## src/pp_pkg.sv

```systemverilog
`default_nettype none
package pp_pkg;

   localparam int MAX_DIM     = 256;
   localparam int DIM_W       = 9;
   localparam int COORD_W     = 16;
   localparam int TR_W        = COORD_W + 1;      // translated coordinate
   localparam int PROD_W      = TR_W + DIM_W + 1; // tx*h, tz*w
   localparam int SUM_W       = PROD_W + 1;       // tx*h + tz*w
   localparam int NUM_W       = SUM_W + DIM_W - 2; // signed numerator
   localparam int MAG_W       = NUM_W - 1;        // numerator magnitude
   localparam int DEN_W       = 25;               // 2*tz*w
   localparam int NUM_CELLS   = 18;               // quotient bits, top one flags saturation
   localparam int DIV_W       = DEN_W + NUM_CELLS - 1;
   localparam int PIPE_DEPTH  = 5 + NUM_CELLS + 2;
   localparam int ADDR_W      = 5;
   localparam int DATA_W      = 32;

   typedef enum logic [2:0] {
      REG_SCREEN_WIDTH  = 3'd0,
      REG_SCREEN_HEIGHT = 3'd1,
      REG_SHIFT_X       = 3'd2,
      REG_SHIFT_Y       = 3'd3,
      REG_SHIFT_Z       = 3'd4
   } reg_index_type;

   typedef struct packed {
      logic [DIM_W-1:0]          width;
      logic [DIM_W-1:0]          height;
      logic signed [COORD_W-1:0] shift_x;
      logic signed [COORD_W-1:0] shift_y;
      logic signed [COORD_W-1:0] shift_z;
   } cfg_type;

   // One word in flight through the divider chain; both axes share the divisor.
   typedef struct packed {
      logic                  front;
      logic                  neg_x;
      logic                  neg_y;
      logic [MAG_W-1:0]      rem_x;
      logic [MAG_W-1:0]      rem_y;
      logic [DIV_W-1:0]      divisor;
      logic [NUM_CELLS-1:0]  quo_x;
      logic [NUM_CELLS-1:0]  quo_y;
   } cell_type;

   function automatic logic [DIM_W-1:0] clamp_dim(input logic [DIM_W-1:0] v);
      logic [DIM_W-1:0] r;
      r = v;
      if (v == '0) r = DIM_W'(1);
      else if (v > DIM_W'(MAX_DIM)) r = DIM_W'(MAX_DIM);
      return r;
   endfunction

endpackage
`default_nettype wire

```

## src/pp_cell.sv

```systemverilog
`default_nettype none
module pp_cell (
   input  wire                 clock,
   input  wire                 reset,
   input  wire                 valid_in,
   input  pp_pkg::cell_type    cell_in,
   output logic                valid_out,
   output pp_pkg::cell_type    cell_out
);
   import pp_pkg::*;

   logic     valid_ff;
   cell_type cell_ff, cell_in_nx;
   logic     ge_x, ge_y;

   // One restoring step for each axis.
   always_comb begin
      cell_in_nx = cell_in;
      ge_x = {{(DIV_W-MAG_W){1'b0}}, cell_in.rem_x} >= cell_in.divisor;
      ge_y = {{(DIV_W-MAG_W){1'b0}}, cell_in.rem_y} >= cell_in.divisor;
      if (ge_x) cell_in_nx.rem_x = MAG_W'(cell_in.rem_x - cell_in.divisor[MAG_W-1:0]);
      if (ge_y) cell_in_nx.rem_y = MAG_W'(cell_in.rem_y - cell_in.divisor[MAG_W-1:0]);
      cell_in_nx.quo_x   = {cell_in.quo_x[NUM_CELLS-2:0], ge_x};
      cell_in_nx.quo_y   = {cell_in.quo_y[NUM_CELLS-2:0], ge_y};
      cell_in_nx.divisor = cell_in.divisor >> 1;
   end

   always_ff @(posedge clock) begin
      if (reset) valid_ff <= 1'b0;
      else valid_ff <= valid_in;
   end

   always_ff @(posedge clock) begin
      cell_ff <= cell_in_nx;
   end

   assign valid_out = valid_ff;
   assign cell_out  = cell_ff;
endmodule
`default_nettype wire

```

## config.mk

```make
export PLATFORM = sky130hd
export DESIGN_NAME = pp_cell
export DESIGN_NICKNAME = d
export VERILOG_FILES = /design/src/pp_pkg.sv /design/src/pp_cell.sv
export SDC_FILE = /design/constraint.sdc
export NUM_CORES = 1
export LEC_CHECK = 0
export BUFFER_PORTS_ARGS = -buffer_cell sky130_fd_sc_hd__clkbuf_2
export CORE_ASPECT_RATIO = 1.5
export CORE_MARGIN = 5
export CORE_UTILIZATION = 30
export DETAILED_ROUTE_END_ITERATION = 10
export GPL_TIMING_DRIVEN = 0
export PLACE_DENSITY = 0.56
export SLEW_MARGIN = 25
export SYNTH_ARGS = -nofsm -noshare
export SYNTH_HDL_FRONTEND = slang
export SYNTH_SLANG_ARGS = --single-unit
export TNS_END_PERCENT = 20
```

## constraint.sdc

```tcl
create_clock -name clock -period 4.75 [get_ports clock]
set_input_delay 1.1875 -clock clock [delete_from_list [all_inputs] [get_ports clock]]
set_output_delay 1.1875 -clock clock [all_outputs]
set_load 0.02 [all_outputs]
```

; Yosys cells after proc, flatten, opt, wreduce, memory -nomap -nowiden
; Index checks and enable logic that the tools add are counted.
[word_totals]
output_inout_bits = 150
reg_bits = 149
[op_classes]
n_lt_le_gt_ge = 2
n_mux = 2
n_addsub = 2
[op_table]
columns = cell, count
row1 = $ge A34 B42 Y1, 2
row2 = $mux W34, 2
row3 = $sub A34 B34 Y34, 2

; Longest topological paths before layout
[depth]
depth_word = 2
ltp_mapped = 14
ltp_nobuf = 12

; Worst setup path before layout
; OpenSTA, ideal clock, no wires.
[synth_path]
path_type = input-to-reg
startpoint = input cell_in[112] (netlist bit)
endpoint = register cell_ff, in the netlist cell_out[124]
arrival_ns = 3.658
cell_stages = 13
setup_slack_ns = 0.969
n_path_buf = 2
setup_ns = 0.123
t_required_ns = 4.627
cell_sequence = inv_1 -> ha_1 -> inv_1 -> fa_1 -> a21o_1 -> a221oi_2 -> o221ai_4 -> a31oi_4 -> or4_4 -> a21o_1 -> buf_6 -> buf_6 -> mux2_1
[synth_lines]
columns = element, line
row1 = start: declaration, pp_cell.sv:6  ; input pp_pkg::cell_type cell_in,
row2 = end signal: assignment, pp_cell.sv:34  ; cell_ff <= cell_in_nx;
row3 = end: declaration, pp_cell.sv:13  ; cell_type cell_ff, cell_in_nx;

==> results by group <==
Run
  – Max Cap Viol: 0

Die
  – Initial Util: 0.3024
  – Chip height: 206.7 um
  – Die width: 141.1 um
  – CORE AREA: 25580 um^2
  – Io pins: 302
  – Cell Rows: 72
  – Total die area: 29170 um^2

STA
  – Relative slew slack: 0.2395
  – # setup viols final: 0
  – RSZ-0062 raised after global routing: false
  – Final hold vios: 0
  – Slew Limit Fails: 0
  – F_max: 242.7 MHz
  – Final Cycle Share: 0.8676
  – Slew @ Worst Pin: 1.112 ns
  – Sum Neg Setup Slack: 0 ns
  – Minimum clock period: 4.121 ns

Clocking
  – Root Buffer: clkbuf_16
  – Post-CTS Setup Repair Bufs: 0
  – Clock Path Buffers: 2
  – # hold bufs at CTS: 0
  – H-tree levels: 4
  – CTS Sinks: 149
  – CTS buffer count: 17
  – Reg clk slew, reported paths: 0.06 ns
  – # resized after CTS: 0
  – CTS tree: built

Worst setup path
  – Critical Path Start: cell_in[58]
  – Crit-path most repeated cell: buf_2
  – Delay-heaviest family, CP: simple AND/OR/NAND/NOR gates
  – CP Buf/Inv Count: 5
  – CP max FO: 10
  – Crit start category: input port
  – WP data required: 5.04 ns
  – CP Class: in -> reg
  – Worst path cell trace: clkbuf_2 > inv_1 > ha_1 > clkbuf_1 > nand4_1 > nor4_1 > and4_1 > or4_1 > o21ai_1 > or2_1 > buf_2 > buf_2 > o31ai_1
  – CP Capture Type: flop
  – Worst Path Arrival: 4.41 ns
  – Max incr delay on CP: 0.45 ns
  – Crit-path slowest cell: o31ai_1

Synthesis
  – Post-synth cell types: 73
  – Mapped Nets: 1112
  – Flops & latches, synth: 149
  – Simple-gate share of the synthesized area: 0.1641
  – Largest family of logic cells by synthesized area: compound AO/OA/AOI/OAI gates
  – Synth Cell Area: 7737 um^2
  – Post-Synth Adder-Cell Area: 0.1151
  – Gate Count Post-Synth: 890
  – Top cells by area, synth: dfxtp_1, ha_1, nand2_1
  – Count leader, synth: dfxtp_1
  – Synth Area in XOR/XNOR: 0.05094
  – Ys async rst share: 0
  – EDFF count, synth: 0
  – Synth Area per Inst: 8.694 um^2
  – Post-synth top cells: dfxtp_1, nand2_1, ha_1
  – Mux cell area share after synthesis: 0.006953
  – Yosys top cell by area: dfxtp_1
  – Post-synth top area share: 0.3855
  – Synth warn: 0
  – Post-synth top flop: dfxtp_1
  – Sequential area share after synthesis: 0.3855
  – Share of the synthesized area in compound gates (AO/OA/AOI/OAI): 0.2299

Finish
  – NumNets Final: 1429
  – Synthesis-to-layout area growth: 32.39%
  – Fillers: 2703
  – Design area: 10240 um^2
  – Layout cells sized above 1: 0.2959
  – Diode count: 0

Pwr
  – LEAKAGE: 5.094 nW
  – P_int: 2.457 mW
  – Power share of the sequential group: 0.378
  – Net Sw Frac: 0.3037
  – Logic pwr share: 0.232
  – Pwr/cell area: 344.5 nW/um^2
  – Net Sw Power: 1.072 mW
  – VDD IR max: 251.4 uV
  – Clock Power Share: 0.389

GRT
  – First-pass GRT wire length: 42490 um
  – Most Used Layer, Global Route: met2
  – Largest net degree at the start of global routing: 17
  – Met2 Use GR: 0.3478
  – Grt ovf: 0
  – Vias in the first global route: 7754
  – Initial antenna violation count: 0
  – M3 GR Usage: 0.04817
  – Met1 Resource Use GR: 0.2038
  – Total GRT Usage: 0.1903

Detailed routing
  – WL final: 28320 um
  – Routed vias/inst: 4.997
  – Antenna Nets Post-Route: 0
  – Initial DRC Count: 267
  – Routed length per placed instance: 18.24 um
  – DRT Pass-1 Iters: 4
  – DRC viols: 0
  – Via count: 7760

Min path
  – Hold_sp: cell_in[22]
  – Hold Path Class: in -> reg

Placement
  – Dpl hpwl: 23640 um
  – Placed cell area: 9646 um^2
  – RD Place Congestion: 0.8833
  – Port bufs: 298

Outcome
  – Status: finished, final reports clean
==> final cells by class <==
class,instances,area [um^2],share of cell area
Buffer,26,130.1,0.01270
Clock buffer,19,432.9,0.04226
Clock inverter,13,157.7,0.01539
Inverter,62,232.7,0.02272
Multi-Input combinational cell,653,4399,0.4295
Sequential cell,149,2983,0.2912
Tap cell,333,416.7,0.04067
Timing Repair Buffer,298,1491,0.1456
==> worst paths after layout <==
kind / slack (ns) / cells after the start / endpoint
max: 0.63 / 13 / cell_out[92]
min: 0.85 / 1 / cell_out[23]
==> state kept, by name, indices dropped and copies added, names as in the netlist <==
name	cells
cell_out	148
valid_out	1
==> layout by cell type (no fill, tap or decap), drive strengths merged, types with 4 or more instances in the layout <==
cell	count
a211oi	12
and3	11
o31ai	8
nand3	24
inv	63
a21oi	64
a31oi	8
xor2	16
a31o	6
nand2b	9
o21bai	6
clkinv	5
nor3	10
dfxtp	149
clkbuf	330
nor4	9
o2111ai	4
ha	68
nor2	36
o41ai	4
and4	6
nand2	106
and2	13
buf	13
xnor2	29
o211ai	4
nor2b	6
o21ai	77
nand4	9
o21a	15
a21o	31
or3	10
clkinvlp	4
or4	4
a2111oi	4
==> metrics by stage <==
step / instances / utilization / total power [mW] / hold WS, ns / worst slack, ns
detailed placement: 1521 / 0.3770 / 2.181 / 1.291 / 0.04126
global route: 1553 / 0.4004 / 3.720 / 0.8302 / 0.3293
finish: 1553 / 0.4004 / 3.529 / 0.8464 / 0.6289
floorplan: 890 / - / 1.903 / 1.215 / 0.9692
CTS: 1553 / 0.4001 / 3.575 / 0.8315 / 0.4784
global placement: 1521 / 0.3770 / 2.177 / 1.290 / 0.06740
==> logic make-up (layout without fill, tap and decap cells) <==
| family | count (synthesis) | in the layout |
|---|---|---|
| AND/OR/NAND/NOR | 260 | 260 |
| AO/OA/AOI/OAI | 272 | 272 |
| multiplexers | 5 | 5 |
| other | 1 | 1 |
| adder cells (fa/ha/maj) | 70 | 70 |
| XOR/XNOR | 45 | 45 |
| buffers and inverters | 88 | 418 |
| flip-flops | 149 | 149 |
==> power by group through the flow <==
| stage | clock network (mW) | registers [mW] | logic [mW] |
|---|---|---|---|
| 2_1_floorplan | 0 | 1.45 | 0.454 |
| 3_3_place_gp | 0 | 1.36 | 0.816 |
| 3_5_place_dp | 0 | 1.36 | 0.819 |
| 4_1_cts | 1.41 | 1.34 | 0.825 |
| 5_1_grt | 1.47 | 1.34 | 0.909 |
| 6_report | 1.37 | 1.33 | 0.820 |
==> metal layers <==
metal | up-vias | routed length [um]
met5 | - | 0
li1 | 3832 | -
met1 | 3584 | 10690
met3 | 53 | 2141
met2 | 291 | 14490
met4 | 0 | 1001
Note: power is estimated with default switching activity, not from simulation.
