<file path="src/pp_pkg.sv">
`default_nettype none
package pp_pkg;

   localparam int MAX_DIM     = 256;
   localparam int DIM_W       = 9;
   localparam int COORD_W     = 16;
   localparam int TR_W        = COORD_W + 1;      // translated coordinate
   localparam int PROD_W      = TR_W + DIM_W + 1; // tx*h, tz*w
   localparam int SUM_W       = PROD_W + 1;       // tx*h + tz*w
   localparam int NUM_W       = SUM_W + DIM_W - 2; // signed numerator
   localparam int MAG_W       = NUM_W - 1;        // numerator magnitude
   localparam int DEN_W       = 25;               // 2*tz*w
   localparam int NUM_CELLS   = 18;               // quotient bits, top one flags saturation
   localparam int DIV_W       = DEN_W + NUM_CELLS - 1;
   localparam int PIPE_DEPTH  = 5 + NUM_CELLS + 2;
   localparam int ADDR_W      = 5;
   localparam int DATA_W      = 32;

   typedef enum logic [2:0] {
      REG_SCREEN_WIDTH  = 3'd0,
      REG_SCREEN_HEIGHT = 3'd1,
      REG_SHIFT_X       = 3'd2,
      REG_SHIFT_Y       = 3'd3,
      REG_SHIFT_Z       = 3'd4
   } reg_index_type;

   typedef struct packed {
      logic [DIM_W-1:0]          width;
      logic [DIM_W-1:0]          height;
      logic signed [COORD_W-1:0] shift_x;
      logic signed [COORD_W-1:0] shift_y;
      logic signed [COORD_W-1:0] shift_z;
   } cfg_type;

   // One word in flight through the divider chain; both axes share the divisor.
   typedef struct packed {
      logic                  front;
      logic                  neg_x;
      logic                  neg_y;
      logic [MAG_W-1:0]      rem_x;
      logic [MAG_W-1:0]      rem_y;
      logic [DIV_W-1:0]      divisor;
      logic [NUM_CELLS-1:0]  quo_x;
      logic [NUM_CELLS-1:0]  quo_y;
   } cell_type;

   function automatic logic [DIM_W-1:0] clamp_dim(input logic [DIM_W-1:0] v);
      logic [DIM_W-1:0] r;
      r = v;
      if (v == '0) r = DIM_W'(1);
      else if (v > DIM_W'(MAX_DIM)) r = DIM_W'(MAX_DIM);
      return r;
   endfunction

endpackage
`default_nettype wire

</file>
<file path="src/pp_csr.sv">
`default_nettype none
module pp_csr (
   input  wire                         clock,
   input  wire                         reset,
   input  wire                         csr_psel,
   input  wire                         csr_penable,
   input  wire                         csr_pwrite,
   input  wire  [pp_pkg::ADDR_W-1:0]   csr_paddr,
   input  wire  [pp_pkg::DATA_W-1:0]   csr_pwdata,
   output logic [pp_pkg::DATA_W-1:0]   csr_prdata,
   output logic                        csr_pready,
   output pp_pkg::cfg_type             cfg
);
   import pp_pkg::*;

   logic [DIM_W-1:0]   width_ff, height_ff;
   logic [COORD_W-1:0] shift_x_ff, shift_y_ff, shift_z_ff;
   logic               wr;
   reg_index_type      idx;

   assign idx = reg_index_type'(csr_paddr[ADDR_W-1:2]);
   assign wr  = csr_psel && csr_penable && csr_pwrite;

   always_ff @(posedge clock) begin
      if (reset) begin
         width_ff   <= DIM_W'(80);
         height_ff  <= DIM_W'(24);
         shift_x_ff <= '0;
         shift_y_ff <= '0;
         shift_z_ff <= COORD_W'(4096);
      end else if (wr) begin
         case (idx)
            REG_SCREEN_WIDTH:  width_ff   <= csr_pwdata[DIM_W-1:0];
            REG_SCREEN_HEIGHT: height_ff  <= csr_pwdata[DIM_W-1:0];
            REG_SHIFT_X:       shift_x_ff <= csr_pwdata[COORD_W-1:0];
            REG_SHIFT_Y:       shift_y_ff <= csr_pwdata[COORD_W-1:0];
            REG_SHIFT_Z:       shift_z_ff <= csr_pwdata[COORD_W-1:0];
            default: ;
         endcase
      end
   end

   always_comb begin
      case (idx)
         REG_SCREEN_WIDTH:  csr_prdata = DATA_W'(width_ff);
         REG_SCREEN_HEIGHT: csr_prdata = DATA_W'(height_ff);
         REG_SHIFT_X:       csr_prdata = DATA_W'(shift_x_ff);
         REG_SHIFT_Y:       csr_prdata = DATA_W'(shift_y_ff);
         REG_SHIFT_Z:       csr_prdata = DATA_W'(shift_z_ff);
         default:           csr_prdata = '0;
      endcase
   end

   assign csr_pready  = 1'b1;
   assign cfg.width   = clamp_dim(width_ff);
   assign cfg.height  = clamp_dim(height_ff);
   assign cfg.shift_x = $signed(shift_x_ff);
   assign cfg.shift_y = $signed(shift_y_ff);
   assign cfg.shift_z = $signed(shift_z_ff);
endmodule
`default_nettype wire

</file>
<file path="config.mk">
export PLATFORM = sky130hd
export DESIGN_NAME = pp_csr
export DESIGN_NICKNAME = d
export VERILOG_FILES = /design/src/pp_pkg.sv /design/src/pp_csr.sv
export SDC_FILE = /design/constraint.sdc
export NUM_CORES = 1
export LEC_CHECK = 0
export ABC_CLOCK_PERIOD_IN_PS = 1750
export BUFFER_PORTS_ARGS = -buffer_cell sky130_fd_sc_hd__buf_2
export CAP_MARGIN = 20
export CELL_PAD_IN_SITES_DETAIL_PLACEMENT = 0
export CELL_PAD_IN_SITES_GLOBAL_PLACEMENT = 1
export CORE_UTILIZATION = 35
export DETAILED_ROUTE_END_ITERATION = 7
export HOLD_SLACK_MARGIN = 0.02
export PLACE_DENSITY_LB_ADDON = 0.12
export RECOVER_POWER = 50
export SYNTH_ARGS = -nofsm -noshare
export SYNTH_HDL_FRONTEND = slang
export SYNTH_SLANG_ARGS = --single-unit
</file>
<file path="constraint.sdc">
create_clock -name clock -period 1.75 [get_ports clock]
set_input_delay 0.175 -clock clock [delete_from_list [all_inputs] [get_ports clock]]
set_output_delay 0.175 -clock clock [all_outputs]
set_load 0.02 [all_outputs]
</file>
* After elaboration in Yosys (flattened, before gate mapping)
Cells that the tools add are included.
** Storage, ports and cells
- Register bits :: 66
- Output and inout bits :: 99
- Logic and storage cells :: 26
** Cells by class
- Order comparisons :: 2
- Eq/ne operators :: 4
- Mux-type cells :: 5
- Reduce and logical (&&, ||, !) cells :: 10
** Operators by type and width (count)
- $pmux W16 S5 :: 1
- $mux W9 :: 4
- $gt A9 B9 Y1 const B :: 2
- $logic_not A9 Y1 :: 2
- $reduce_and A2 Y1 :: 5
- $eq A3 B2 Y1 const B :: 2
- $eq A3 B1 Y1 const B :: 1
- $eq A3 B3 Y1 const B :: 1
- $logic_not A3 Y1 :: 1
- $logic_and A1 B1 Y1 :: 2

* Logic depth before layout (Yosys ltp)
Gate-level depths: netlist of the first run.
- Depth in word-level cells :: 3
- Depth in mapped cells :: 5

* Worst setup path after synthesis of the first run
No wires, ideal clock.
- Path type :: input port to output port
- From :: input port csr_paddr[2] (netlist name)
- To :: output port csr_prdata[8] (netlist name)
- Arrival :: 1.260 ns
- Required time :: 1.575 ns
- Setup slack :: 0.315 ns
- Cell stages on the path :: 5
- Path buffers :: 2
- Cell sequence :: buf_2 > buf_4 > nor2_2 > a22oi_1 > o22ai_1
** On the way
- Word-level cells in the longest chain between the ends :: 2
** Ends and longest elaborated chain
- start, declared :: line pp_csr.sv:8 : input wire [pp_pkg::ADDR_W-1:0] csr_paddr,
- $eq A3 B3 Y1 (tied with other cells) :: line pp_csr.sv:44 : case (idx)
- $pmux W16 S5 (*) :: line pp_csr.sv:44
- end, declared :: line pp_csr.sv:10 : output logic [pp_pkg::DATA_W-1:0] csr_prdata,
Mark *: on every way between the ends. The rest lies on a longest branch, timed or not.

* Final worst setup path of the first run
- From :: register shift_x_ff[6]
- To :: output port csr_prdata[6] (netlist name)
** On the way
- Word-level cells in the longest chain between the ends :: 1
** Ends and longest elaborated chain
- start, declared :: line pp_csr.sv:17 : logic [COORD_W-1:0] shift_x_ff, shift_y_ff, shift_z_ff;
- start signal, assigned :: line pp_csr.sv:35 : REG_SHIFT_X: shift_x_ff <= csr_pwdata[COORD_W-1:0];
- $pmux W16 S5 :: line pp_csr.sv:44
No other way between the ends.

==> impl_metrics.env, run 1 <==
export IMPL_antenna_found_initial=0
export IMPL_start_util_pct=36.7
export IMPL_grt_pass1_wl_um=13900
export IMPL_clock_root_buffer="clkbuf_8"
export IMPL_fp_dieW_um=101
export IMPL_sequentialPowerShare_pct=51.9
export IMPL_switchingPower_w=0.000801
export IMPL_worstPathRequired_ns=1.57
export IMPL_p_comb_share_pct=10.2
export IMPL_netSwitchingFraction_pct=27.3
export IMPL_p_leak_nw=2.00
export IMPL_slew_headroom_pct=55.3
export IMPL_tightest_slew_ns=0.670
export IMPL_cts_max_path_buffers=2
export IMPL_synth_cells=356
export IMPL_holdWs_ns=0.119
export IMPL_yosysSeqAreaShare_pct=38.4
export IMPL_overflow=0
export IMPL_finalSetupViolCount=0
export IMPL_syn_to_final_growth_pct=21.7
export IMPL_ys_ff_latch=66
export IMPL_critPathLaunchType="flip-flop"
export IMPL_reg2reg_depth=2
export IMPL_cts_buffers=9
export IMPL_hold_class="in2reg"
export IMPL_clkPwrFrac_pct=37.9
export IMPL_cp_max_fo=3
export IMPL_power_density_nw_per_um2=701
export IMPL_slew_viol_final=0
export IMPL_fin_ws_ns=0.129
export IMPL_io_pins=141
export IMPL_grt_max_degree=52
export IMPL_pre_cts_slack_ns=0.127
export IMPL_hold_viol=0
export IMPL_drive_above_1_share_pct=25.2
export IMPL_num_antenna_cells=0
export IMPL_via_per_inst=4.78
export IMPL_dp_hpwl_um=6770
export IMPL_path_clk_slew_ns=0.07
export IMPL_cts_tree="done"
export IMPL_synth_area_per_cell_sq_um=9.66
export IMPL_port_buffers=105
export IMPL_clock_latency_ns=0.34
export IMPL_dieHeight_um=101
export IMPL_outcome="completed"
export IMPL_netlist_area_sq_um=3440
export IMPL_yosysWarnings=0
export IMPL_holdBufCountCts=0
export IMPL_die_area_sq_um=10200
export IMPL_crit_arrival_ns=1.45
export IMPL_post_drt_wl_per_cell_um=15.2
export IMPL_drt_total_wl_um=9100
export IMPL_cap_viol_max_count=0
export IMPL_cts_resized=0
export IMPL_track_usage_pct=18.1
export IMPL_htreeDepth=3
export IMPL_p_int_w=0.00213
export IMPL_fmax_mhz=617
export IMPL_fin_nets=505
export IMPL_ant_nets=0
export IMPL_synth_cell_types=28
export IMPL_holdPathStages=3
export IMPL_drc=0
export IMPL_vias=2853
export IMPL_period_share_pct=92.6
export IMPL_gp_congestion=0.770
export IMPL_core_sq_um=9370
export IMPL_fin_skew_ns=0
export IMPL_rsz0062_at_grt="no"
export IMPL_first_pass_iters=4
export IMPL_post_route_min_period_ns=1.62
export IMPL_drt_iter0_markers=95
export IMPL_crit_path_end_kind="output pin"
export IMPL_rows=35
export IMPL_irDropWorstVdd_uv=297
export IMPL_grt_pass1_vias=2693
export IMPL_finalSetupTns_ns=0
export IMPL_post_cts_buffers=0
export IMPL_cts_sinks=66
export IMPL_crit_type="reg2out"
-- metal layers --
| metal | vias up | GRT usage, % | part of all wire, % |
|---|---|---|---|
| met5 | - | 0 | 0 |
| met4 | 0 | 6.91 | 1.2 |
| met3 | 9 | 3.26 | 3.9 |
| met1 | 1374 | 23.5 | 47 |
| met2 | 73 | 29.7 | 48 |
| li1 | 1397 | - | - |
-- cells by family (layout without fill, tap and decap cells) --
group                  after synthesis  in the layout  share of synthesized area [%]
buffers and inverters               44            141                           7.53
DFF                                 66             66                           38.4
other                                2             17                          0.218
and+or+nand+nor                    126            126                           22.7
AOI/OAI and AO/OA                   36             36                           6.88
muxes                               82             82                           24.2
-- cells in the mapped netlist --
cell type  number  area (sq um)
nand3b_1        1          7.51
mux2_2          9           101
nand2b_1       78           488
nand2_2         1          6.26
nand3_2         1          10.0
and4b_1         1          10.0
nor3b_4         1          18.8
conb_1          2          7.51
nor4_1          2          12.5
buf_1           3          11.3
nor3_1          2          10.0
o22ai_1         9          56.3
mux2i_1        73           731
nand2_1         7          26.3
nor3b_1         2          15.0
nor2_1         11          41.3
buf_2           6          30.0
a21oi_1         2          10.0
buf_6           2          22.5
o21ai_0         7          35.0
nand4_4         1          21.3
nand4b_1        1          8.76
nor2_2          1          6.26
buf_4          19           143
clkbuf_1       14          52.6
dfxtp_1        66          1320
nor2b_1        16           100
a22oi_1        18           135
-- critical path, cell delays in order (launching register included) --
cell and delay (ns):
dfxtp_1 0.34, mux2_2 0.26, a22oi_1 0.21, o22ai_1 0.12, buf_2 0.17
-- worst paths after layout --
path | end | from | slack (ns)
worst max-delay path | csr_prdata[6] | shift_x_ff[6] | 0.13
worst min-delay path | width_ff[6] | csr_pwdata[6] | 0.12
worst max register to register | width_ff[8] | width_ff[8] | 0.89
worst min register to register | shift_x_ff[4] | shift_x_ff[4] | 0.49
-- per-stage QoR --
stage / power [W] / area (sq um) / utilization [%] / cells
finish: 0.00293 / 4190 / 44.7 / 597
global route: 0.00306 / 4190 / 44.7 / 597
CTS: 0.00298 / 4270 / 45.5 / 597
detailed placement: 0.00186 / 4100 / 43.7 / 581
global placement: 0.00186 / 4100 / 43.7 / 581
floorplan: 0.00179 / 3490 / - / 371
-- state kept, by name, summed over array words and instances (netlist names) --
register	flops
shift_z_ff	16
height_ff	9
shift_x_ff	16
width_ff	9
shift_y_ff	16
-- power groups by stage --
stage | clock [W] | sequential [W] | combinational (W)
floorplan | 0 | 0.00156 | 0.000223
global placement | 0 | 0.00156 | 0.000307
detailed placement | 0 | 0.00156 | 0.000308
CTS | 0.00115 | 0.00152 | 0.000308
global route | 0.00122 | 0.00152 | 0.000325
finish | 0.00111 | 0.00152 | 0.000300
-- cell usage in the layout (no fill, tap or decap) --
| cell type | n |
|---|---|
| a21oi_1 | 2 |
| a22oi_1 | 18 |
| and4b_1 | 1 |
| buf_12 | 1 |
| buf_2 | 78 |
| buf_4 | 10 |
| clkbuf_1 | 35 |
| clkbuf_2 | 1 |
| clkbuf_8 | 9 |
| clkinv_2 | 3 |
| clkinv_4 | 1 |
| clkinvlp_4 | 3 |
| conb_1 | 17 |
| dfxtp_1 | 66 |
| mux2_2 | 9 |
| mux2i_1 | 73 |
| nand2_1 | 8 |
| nand2b_1 | 78 |
| nand3_1 | 1 |
| nand3b_1 | 1 |
| nand4_4 | 1 |
| nand4b_1 | 1 |
| nor2_1 | 12 |
| nor2b_1 | 16 |
| nor3_1 | 2 |
| nor3b_1 | 2 |
| nor3b_4 | 1 |
| nor4_1 | 1 |
| nor4_2 | 1 |
| o21ai_0 | 7 |
| o22ai_1 | 9 |
-- layout make-up --
cell class,count,area [sq um]
Fill cell,981,5190
Multi-Input combinational cell,261,1910
Sequential cell,66,1320
Timing Repair Buffer,125,622
Tap cell,129,161
Clock buffer,9,124
Clock inverter,7,46.3
Note: power is estimated with default switching activity, not from simulation.
==> run 2: changes to the inputs <==
- MAX_ROUTING_LAYER: default -> met4
==> run 2 against run 1 <==
  * Power is 0.27% lower
  * Sequential share of layout area hardly changed
  * First-iteration DRC count is 7.4% lower
  * Via count is 0.91% lower
  * Critical endpoint is now cfg[57]
  * Largest cell class unchanged
  * Highest routed layer unchanged
==> impl_metrics.env, run 2 (synthesis gave the netlist of run 1 again) <==
export IMPL_final_common_cell="buf_2"
export IMPL_fillers=980
export IMPL_cp_max_fo=4
export IMPL_fin_skew_ns=0
export IMPL_crit_path_max_incr_delay_ns=0.38
export IMPL_slew_viol_final=0
export IMPL_crit_path_end_kind="output pin"
export IMPL_holdBufCountCts=0
export IMPL_fin_ws_ns=0.126
export IMPL_via_per_inst=4.74
export IMPL_drc=0
export IMPL_mostFrequentLayoutCells="79 x buf_2, 78 x nand2b_1, 73 x mux2i_1, 66 x dfxtp_1, 34 x clkbuf_1"
export IMPL_path_clk_slew_ns=0.07
export IMPL_p_leak_nw=2.00
export IMPL_post_route_min_period_ns=1.62
export IMPL_use_met2_pct=29.7
export IMPL_worstPathRequired_ns=1.57
export IMPL_start_util_pct=36.7
export IMPL_total_power_w=0.00293
export IMPL_post_drt_wl_per_cell_um=15.2
export IMPL_ant_nets=0
export IMPL_place_inst=581
export IMPL_period_share_pct=92.8
export IMPL_cp_slowest_cell="nor4_2"
export IMPL_rows=35
export IMPL_tightest_slew_ns=0.689
export IMPL_cts_buffers=9
export IMPL_grt_pass1_vias=2692
export IMPL_drt_total_wl_um=9080
export IMPL_cts_tree="done"
export IMPL_hold_class="in2reg"
export IMPL_power_density_nw_per_um2=699
export IMPL_critPathLaunchType="flip-flop"
export IMPL_cts_max_path_buffers=2
export IMPL_fin_nets=505
export IMPL_hold_viol=0
export IMPL_irDropWorstVdd_uv=296
export IMPL_clock_latency_ns=0.33
export IMPL_layout_cells_non_filler=597
export IMPL_met1_usage_pct=23.6
export IMPL_clock_root_buffer="clkbuf_8"
export IMPL_rsz0062_at_grt="no"
export IMPL_fmax_mhz=616
export IMPL_rrSetupSlack_ns=0.87
export IMPL_dp_hpwl_um=6770
export IMPL_cap_viol_max_count=0
export IMPL_port_buffers=105
export IMPL_drt_iter0_markers=88
export IMPL_antenna_found_initial=0
export IMPL_syn_to_final_growth_pct=21.8
export IMPL_postLayoutCellArea_sq_um=4190
export IMPL_track_usage_pct=18.6
export IMPL_overflow=0
export IMPL_core_sq_um=9370
export IMPL_die_area_sq_um=10200
export IMPL_top_regs="shift_x_ff x16, shift_y_ff x16, shift_z_ff x16"
export IMPL_slew_headroom_pct=54.0
export IMPL_grt_pass1_wl_um=13900
export IMPL_grt_max_degree=52
export IMPL_htreeDepth=3
export IMPL_first_pass_iters=4
export IMPL_cts_sinks=66
export IMPL_finalSetupTns_ns=0
export IMPL_vias=2827
export IMPL_crit_arrival_ns=1.45
export IMPL_crit_path_cell_trace="nor4_2 -> a21oi_1 -> nor2_1 -> buf_2"
export IMPL_met3_usage_pct=3.12
export IMPL_io_pins=141
export IMPL_dieHeight_um=101
export IMPL_finalSetupViolCount=0
export IMPL_crit_type="reg2out"
export IMPL_fp_dieW_um=101
export IMPL_pre_cts_slack_ns=0.127
export IMPL_gp_congestion=0.780
export IMPL_outcome="completed"
export IMPL_grt_most_used_layer="met2"
export IMPL_drive_above_1_share_pct=25.4
export IMPL_post_cts_buffers=0
export IMPL_placed_cell_area_sq_um=4100
export IMPL_num_antenna_cells=0
-- run 2: changes by cell type in the layout (fill, tap and decap cells not counted) --
cell,before,now
clkbuf_1,35,34
buf_2,78,79
-- run 2: stage by stage --
stage,hold WS (ns),util [%]
global placement,0.448,43.7
finish,0.122,44.7
global route,0.129,44.7
floorplan,0.336,-
CTS,0.107,45.5
detailed placement,0.467,43.7
-- run 2: report_power, final --
group | leakage (nW) | total (W) | internal (W) | switching [W]
sequential | 0.532 | 0.00152 | 0.00151 | 0.0000101
combinational | 1.38 | 0.000300 | 0.000113 | 0.000187
clock | 0.0810 | 0.00110 | 0.000507 | 0.000596
-- run 2: layer usage --
metal  wire length (um)  share of wire [%]
met4                 65               0.72
met3                424                4.7
met5                  0                  0
met1               4250                 47
met2               4330                 48
-- run 2: final cells by class --
class | count | area [sq um] | area share, %
clock buffer | 9 | 124 | 2.96
clock inverter | 7 | 46.3 | 1.11
multi-input combinational | 261 | 1910 | 45.6
sequential | 66 | 1320 | 31.6
tap | 129 | 161 | 3.86
timing repair buffer | 125 | 623 | 14.9
-- run 2: path summary, 6_finish.rpt --
kind | endpoint | startpoint | depth (start not counted)
max | cfg[57] | width_ff[4] | 4
max reg2reg | width_ff[8] | width_ff[8] | 2
min reg2reg | shift_x_ff[4] | shift_x_ff[4] | 2
min | width_ff[6] | csr_pwdata[6] | 3
-- run 2: repair_timing --
action / CTS / global route
endpoints found under the setup margin: 0 / 1
endpoints found under the hold margin: 0 / 0
gates resized for setup: 0 / 1
-- run 2: critical path, delay by kind of cell, from the launching register on --
| family | cells | cell delay [ns] |
|---|---|---|
| and+or+nand+nor | 2 | 0.48 |
| DFF | 1 | 0.35 |
| AOI/OAI and AO/OA | 1 | 0.12 |
| buffers and inverters | 1 | 0.17 |
==> run 3: changes to the inputs <==
- CORE_UTILIZATION: 35 -> 37
- CTS_BUF_LIST: default -> sky130_fd_sc_hd__clkbuf_8
==> run 3 against run 2 <==
  * The flow now finishes with violations (DRC)
  * Non-clock buffer count is 5 lower
  * Final cell count decreased by 4.4%
  * Hold slack worse by 0.0029 ns
  * Global-route usage increased by 1.3 points
  * Combinational power hardly changed
  * Core utilization grew 2.2 points
  * Critical path type unchanged
  * Highest routed layer unchanged
==> impl_metrics.env, run 3 (synthesis gave the netlist of run 1 again) <==
export IMPL_outcome="complete, but fails checks"
export IMPL_failed_checks="DRC"
export IMPL_start_util_pct=38.9
export IMPL_fmax_mhz=617
export IMPL_fin_skew_ns=0
export IMPL_antenna_found_initial=0
export IMPL_rsz0062_at_grt="no"
export IMPL_crit_arrival_ns=1.44
export IMPL_ant_nets=0
export IMPL_period_share_pct=92.6
export IMPL_cap_viol_max_count=0
export IMPL_first_pass_iters=8
export IMPL_worstPathRequired_ns=1.57
export IMPL_layout_cells_non_filler=571
export IMPL_fin_nets=500
export IMPL_power_density_nw_per_um2=708
export IMPL_irDropWorstVdd_uv=314
export IMPL_drive_above_1_share_pct=25.3
export IMPL_cp_max_fo=4
export IMPL_dp_hpwl_um=6700
export IMPL_grt_max_degree=35
export IMPL_fp_dieW_um=98.4
export IMPL_cts_tree="done"
export IMPL_dieHeight_um=98.4
export IMPL_place_inst=555
export IMPL_grt_pass1_wl_um=14400
export IMPL_hold_viol=0
export IMPL_hold_class="in2reg"
export IMPL_htreeDepth=3
export IMPL_finalSetupTns_ns=0
export IMPL_vias=2835
export IMPL_port_buffers=105
export IMPL_overflow=0
export IMPL_startpoint="width_ff[4]"
export IMPL_r2r_start="width_ff[8]"
export IMPL_finalSetupViolCount=0
export IMPL_cts_buffers=9
export IMPL_gp_congestion=0.761
export IMPL_drt_total_wl_um=9080
export IMPL_clock_latency_ns=0.34
export IMPL_crit_type="reg2out"
export IMPL_core_sq_um=8850
export IMPL_drt_iter0_markers=124
export IMPL_tightest_slew_ns=0.873
export IMPL_slew_headroom_pct=41.8
export IMPL_clock_root_buffer="clkbuf_8"
export IMPL_final_common_cell="nand2b_1"
export IMPL_post_drt_wl_per_cell_um=15.9
export IMPL_slew_viol_final=0
export IMPL_syn_to_final_growth_pct=20.7
export IMPL_via_per_inst=4.96
export IMPL_drc=3
export IMPL_mostFrequentLayoutCells="78 x nand2b_1, 75 x buf_2, 73 x mux2i_1, 66 x dfxtp_1, 33 x clkbuf_1"
export IMPL_crit_path_end_kind="output pin"
export IMPL_die_area_sq_um=9680
export IMPL_hold_path_startpoint="csr_pwdata[3]"
export IMPL_holdBufCountCts=0
export IMPL_grt_pass1_vias=2766
export IMPL_cts_sinks=66
export IMPL_rows=34
export IMPL_path_clk_slew_ns=0.07
export IMPL_num_antenna_cells=0
export IMPL_top_regs="shift_x_ff x16, shift_y_ff x16, shift_z_ff x16"
export IMPL_io_pins=141
export IMPL_p_leak_nw=1.99
export IMPL_post_route_min_period_ns=1.62
export IMPL_cts_max_path_buffers=2
export IMPL_critPathLaunchType="flip-flop"
export IMPL_track_usage_pct=19.9
[run 3: power by group]
group	internal [W]	switching [W]	leakage, nW	total, W
Sequential	0.00151	0.0000105	0.532	0.00152
Combinational	0.000113	0.000189	1.37	0.000302
Clock	0.000539	0.000575	0.0892	0.00111
Total	0.00216	0.000775	1.99	0.00294
[run 3: repair_timing]
item	CTS	global route
setup buffers	0	0
gates resized for setup	0	1
endpoints found under the setup margin	0	1
[run 3: metal layers]
metal	GRT usage (%)	wire [um]
met5	-	0
met1	24.6	4170
met3	4.15	395
met2	32.5	4380
met4	6.20	133
[run 3: stage by stage]
| stage | utilization, % | hold slack (ns) | power [W] | instance area (sq um) | worst slack [ns] |
|---|---|---|---|---|---|
| after floorplan | - | 0.336 | 0.00179 | 3490 | 0.315 |
| after global placement | 45.8 | 0.444 | 0.00186 | 4060 | 0.133 |
| after detailed placement | 45.8 | 0.454 | 0.00187 | 4060 | 0.118 |
| after CTS | 47.8 | 0.0931 | 0.00299 | 4230 | 0.0419 |
| after global routing | 46.9 | 0.0935 | 0.00306 | 4150 | 0.0548 |
| final | 46.9 | 0.120 | 0.00294 | 4150 | 0.130 |
[run 3: layout make-up]
| cell class | instances | area (sq um) |
|---|---|---|
| fillers | 901 | 4700 |
| repair buffers | 120 | 599 |
| well taps | 108 | 135 |
| flip-flops and latches | 66 | 1320 |
| multi-input cells | 261 | 1920 |
| clock inverters | 6 | 33.8 |
| clock buffers | 10 | 138 |
[run 3: worst max-delay path, cell delays in order (launching register included)]
cell and delay [ns]:
dfxtp_1 0.34, nor4_2 0.35, a21oi_1 0.12, nor2_1 0.12, buf_2 0.18
[run 3: path summary, 6_finish.rpt]
kind	to	cells after the start	slack, ns
setup / recovery	cfg[57]	4	0.13
hold / removal	height_ff[3]	3	0.12
setup reg to reg	width_ff[8]	2	0.87
hold reg to reg	shift_x_ff[5]	2	0.50
